### src/rtl/voiced_block_router_defines.svh
// Assertion macros used by voiced_block_router to check its own logic.
`ifndef VOICED_BLOCK_ROUTER_DEFINES_SVH
`define VOICED_BLOCK_ROUTER_DEFINES_SVH

`ifndef ASSERT_OFF
// The consequent must hold in the same cycle as the antecedent.
`define VBR_ASSERT_SAME(lbl, clk, rst_n, ante, cons, msg) \
    lbl: assert property (@(posedge clk) disable iff (!rst_n) (ante) |-> (cons)) \
        else $error(msg);
// The consequent must hold in the cycle after the antecedent.
`define VBR_ASSERT_NEXT(lbl, clk, rst_n, ante, cons, msg) \
    lbl: assert property (@(posedge clk) disable iff (!rst_n) (ante) |=> (cons)) \
        else $error(msg);
`else
`define VBR_ASSERT_SAME(lbl, clk, rst_n, ante, cons, msg)
`define VBR_ASSERT_NEXT(lbl, clk, rst_n, ante, cons, msg)
`endif

`endif

### src/rtl/vbr_pkg.sv
package vbr_pkg;

    localparam int SAMPLE_BITS    = 16;
    localparam int COEF_BITS      = 18;
    localparam int COEF_FRAC_BITS = 16;
    localparam int Y_BITS         = 24;
    localparam int POWER_BITS     = 40;
    localparam int BAND_BITS      = 48;
    localparam int MAX_BLOCK      = 512;
    localparam int COUNT_BITS     = $clog2(MAX_BLOCK + 1);
    localparam int CROSS_BITS     = 9;
    localparam int SHIFT_BITS     = 15;

    // Shared multiplier: every operand fits in 25 signed bits.
    localparam int MUL_BITS  = 25;
    localparam int PROD_BITS = 2 * MUL_BITS;
    localparam int ACC_BITS  = 44;

    // Loudness test: power_sum * 10^6 against N * 2^(2*(SAMPLE_BITS-1)).
    localparam int POWER_HALF     = POWER_BITS / 2;
    localparam int MILLION        = 1000000;
    localparam int HALF_PROD_BITS = POWER_HALF + 20;
    localparam int LOUD_BITS      = HALF_PROD_BITS + POWER_HALF + 1;
    localparam int REF_SHIFT      = 2 * (SAMPLE_BITS - 1);

    localparam int CFG_INDEX_BITS = 3;
    localparam int CFG_DATA_BITS  = 18;

    localparam logic [CFG_INDEX_BITS-1:0] CFG_MODE     = 3'd0;
    localparam logic [CFG_INDEX_BITS-1:0] CFG_PITCH    = 3'd1;
    localparam logic [CFG_INDEX_BITS-1:0] CFG_FORMANT  = 3'd2;
    localparam logic [CFG_INDEX_BITS-1:0] CFG_KIND     = 3'd3;
    localparam logic [CFG_INDEX_BITS-1:0] CFG_GAIN     = 3'd4;
    localparam logic [CFG_INDEX_BITS-1:0] CFG_FB_ONE   = 3'd5;
    localparam logic [CFG_INDEX_BITS-1:0] CFG_FB_TWO   = 3'd6;

    localparam logic [2:0] MODE_PASS    = 3'd0;
    localparam logic [2:0] MODE_VOCODER = 3'd1;
    localparam logic [2:0] MODE_SINUS   = 3'd2;
    localparam logic [2:0] MODE_SOURCE  = 3'd3;
    localparam logic [2:0] MODE_HYBRID  = 3'd4;

    localparam logic [1:0] ROUTE_PASS    = 2'd0;
    localparam logic [1:0] ROUTE_VOCODER = 2'd1;
    localparam logic [1:0] ROUTE_WSOLA   = 2'd2;
    localparam logic [1:0] ROUTE_SOURCE  = 2'd3;

    localparam logic [1:0] KIND_LITE     = 2'd0;
    localparam logic [1:0] KIND_SOLO     = 2'd1;
    localparam logic [1:0] KIND_ENSEMBLE = 2'd2;
    localparam logic [1:0] KIND_BACKING  = 2'd3;

    localparam logic signed [SHIFT_BITS-1:0] SHIFT_LIMIT = 15'sd128;

    localparam logic signed [COEF_BITS-1:0] GAIN_RESET   = 18'sd5929;
    localparam logic signed [COEF_BITS-1:0] FB_ONE_RESET = 18'sd113838;
    localparam logic signed [COEF_BITS-1:0] FB_TWO_RESET = 18'sd53677;

endpackage

### src/rtl/vbr_mul.sv
// Shared signed multiplier with its product registered.
module vbr_mul import vbr_pkg::*;
(
    input  logic                        clk,
    input  logic signed [MUL_BITS-1:0]  a,
    input  logic signed [MUL_BITS-1:0]  b,
    output logic signed [PROD_BITS-1:0] prod
);

    logic signed [PROD_BITS-1:0] prod_reg;

    always_ff @(posedge clk)
    begin
        prod_reg <= a * b;
    end

    assign prod = prod_reg;

endmodule

### config.mk
export PLATFORM = sky130hd
export DESIGN_NAME = vbr_mul
export DESIGN_NICKNAME = d
export VERILOG_FILES = /design/src/rtl/voiced_block_router_defines.svh /design/src/rtl/vbr_pkg.sv /design/src/rtl/vbr_mul.sv
export SDC_FILE = /design/constraint.sdc
export NUM_CORES = 2
export LEC_CHECK = 0
export ABC_AREA = 1
export BUFFER_PORTS_ARGS = -buffer_cell sky130_fd_sc_hd__buf_2
export CAP_MARGIN = 15
export CORE_ASPECT_RATIO = 1.1
export CORE_UTILIZATION = 60
export CTS_BUF_LIST = sky130_fd_sc_hd__clkbuf_2
export CTS_CLUSTER_SIZE = 28
export DETAILED_ROUTE_END_ITERATION = 6
export PLACE_DENSITY = 0.78
export SYNTH_ARGS = -nofsm -noshare
export SYNTH_HDL_FRONTEND = slang
export SYNTH_SLANG_ARGS = --single-unit
### constraint.sdc
create_clock -name clk -period 22 [get_ports clk]
set_clock_uncertainty 0.2 [all_clocks]
set_input_delay 3.3 -clock clk [delete_from_list [all_inputs] [get_ports clk]]
set_output_delay 3.3 -clock clk [all_outputs]
set_load 0.005 [all_outputs]
==> impl_metrics.toml <==
[floorplan]
fp.dieArea_um2 = 44800
rows = 80
core_area_um2 = 43300
pin_count = 101
die_w_um = 202
start_util_pct = 60.9
dieHeight_um = 222

[clocking]
cts_setup_buffers = 0
root_buffer = "clkbuf_2"
postCtsHoldBufs = 0
cts_buffers = 5
path_clk_slew_ps = 280
cts_resized = 0
h-tree-depth = 2
cts_tree = "done"
cts.sinks = 50
clockBufferDepth = 2

[finish]
final_common_cell = "inv_1"
synthToLayoutAreaGrowth_pct = 2.80
regArea_um2 = 1000
drive_gt1_share_pct = 4.98
multi_input_area_um2 = 20300
num-fill-cells = 3876
largest_reg_flops = 50
n_antenna_cell = 0
mostFrequentLayoutCells = "inv_1 (1190), nand2_1 (995), fa_1 (658)"
final_nets = 4302

[drt]
vias = 20500
via_per_inst = 5.09
route.detailed.drc = 2
wire_per_inst_um = 16.2
drt-initial-drc-count = 1410
finalWirelength_um = 65100
drtPass1Iterations = 7
postRouteAntennaNets = 0

[placed_design]
routabilityCongestion = 0.978
place_hpwl_um = 55700
portBuffers = 100

[sta]
worst_slew_pin_slew_ps = 1080
finalCritPeriodShare_pct = 45.1
slew_headroom_pct = 28.0
slew_viol_final = 0
finalHoldViolCount = 0
fmax_ghz = 0.101
rsz0062_at_grt = "no"
setup_tns_ps = 0
final-setup-viol-count = 0
fin_crit_ps = 9930

[setup_path]
worst_ep_required_time_ps = 22220
cpMaxStageDelayCell = "fa_1"
cpPeakStageDelay_ps = 910
path_max_fanout = 25
worstSetupPathType = "input port to flip-flop"
cp.arrival_ps = 10150
cp-start-kind = "input port"
crit_top_cell = "inv_1"
cp-end-kind = "flip-flop"

[grt]
gr-total-overflow = 0
first_global_vias = 22400
grt_first_pass_wirelength_um = 111000
grt_util_all_layers_pct = 31.4
grt_start_max_net_pins = 26
antenna_found_initial = 2

[logic_synthesis]
yosysWarningCount = 0
synth_nets = 4340
ys_types = 28
synthesis.area_um2 = 26400
yosysSeqAreaShare_pct = 3.79
postSynthAreaPerCell_um2 = 7.56
synthCells = 3490
ys_ff_latch = 50

[worst_hold_path]
hp-class = "input port to flip-flop"

[run_status]
outcome = "finished with violations"
violations = "DRC"

[run]
cap_violations = 0
path summary, 6_finish.rpt:
check	startpoint	endpoint	depth (start not counted)
max	a[24]	prod[49]$_DFF_P_	27
min	b[0]	prod[0]$_DFF_P_	3
cells by family after synthesis:
family,after synthesis,synth area share (%)
compound gates,63,1.30
xor+xnor,31,1.03
fa+ha+maj,799,56.6
buf+inv,1353,19.2
flops,50,3.79
simple gates,1194,18.1
area by class of cell:
type / instances / share of cell area, %
multi-input combinational: 2087 / 74.9
inverter: 1204 / 16.7
sequential: 50 / 3.69
tap: 574 / 2.65
timing repair buffer: 104 / 1.95
clock buffer: 5 / 0.0922
clock inverter: 3 / 0.0876
synth_stat cells:
| cell | number | area share (%) |
|---|---|---|
| o211ai_2 | 1 | 0.047 |
| a21oi_1 | 44 | 0.83 |
| a21o_1 | 2 | 0.057 |
| xnor2_1 | 11 | 0.36 |
| and2_1 | 1 | 0.024 |
| nand3b_1 | 3 | 0.085 |
| o21ai_0 | 9 | 0.17 |
| xor2_1 | 20 | 0.66 |
| nor3_1 | 7 | 0.13 |
| nand3_2 | 4 | 0.15 |
| nand2_2 | 7 | 0.17 |
| or2_2 | 7 | 0.17 |
| buf_1 | 1 | 0.014 |
| o21bai_1 | 6 | 0.17 |
| nor3_2 | 8 | 0.30 |
| nor2_4 | 3 | 0.13 |
| inv_2 | 14 | 0.20 |
| fa_1 | 658 | 50 |
| nand3_1 | 41 | 0.78 |
| nor2_2 | 16 | 0.38 |
| nand4_1 | 16 | 0.38 |
| inv_1 | 1190 | 17 |
| ha_1 | 141 | 6.7 |
| nor2_1 | 86 | 1.2 |
| dfxtp_1 | 50 | 3.8 |
| o21ai_1 | 1 | 0.019 |
| nand2_1 | 995 | 14 |
| clkbuf_1 | 148 | 2.1 |
metrics by stage:
stage          util (%)  worst slack [ps]  instance area, um2  hold slack (ps)  cells
2_1_floorplan         -             12300               26400             3380   3490
3_3_place_gp       62.5             11610               27100             3470   4019
3_5_place_dp       62.5             11560               27100             3470   4019
4_1_cts            62.6             12020               27100             3070   4027
5_1_grt            62.6             11680               27100             3090   4027
6_report           62.6             12070               27100             3090   4027
critical path, delay by kind of cell:
kind / cells / cell delay, ps
buf+inv: 9 / 1150
simple gates: 10 / 1090
fa+ha+maj: 8 / 4590
routing by layer:
| layer | part of all wire, % | global-route usage [%] | up-vias |
|---|---|---|---|
| li1 | - | - | 9373 |
| met1 | 37 | 38.0 | 10200 |
| met2 | 52 | 57.5 | 777 |
| met3 | 5.8 | 2.70 | 196 |
| met4 | 4.4 | 12.2 | 4 |
| met5 | 0.037 | 0 | - |
Power is not shown: default switching activity piles up to over one toggle a cycle in this logic, so the estimate is an artifact.
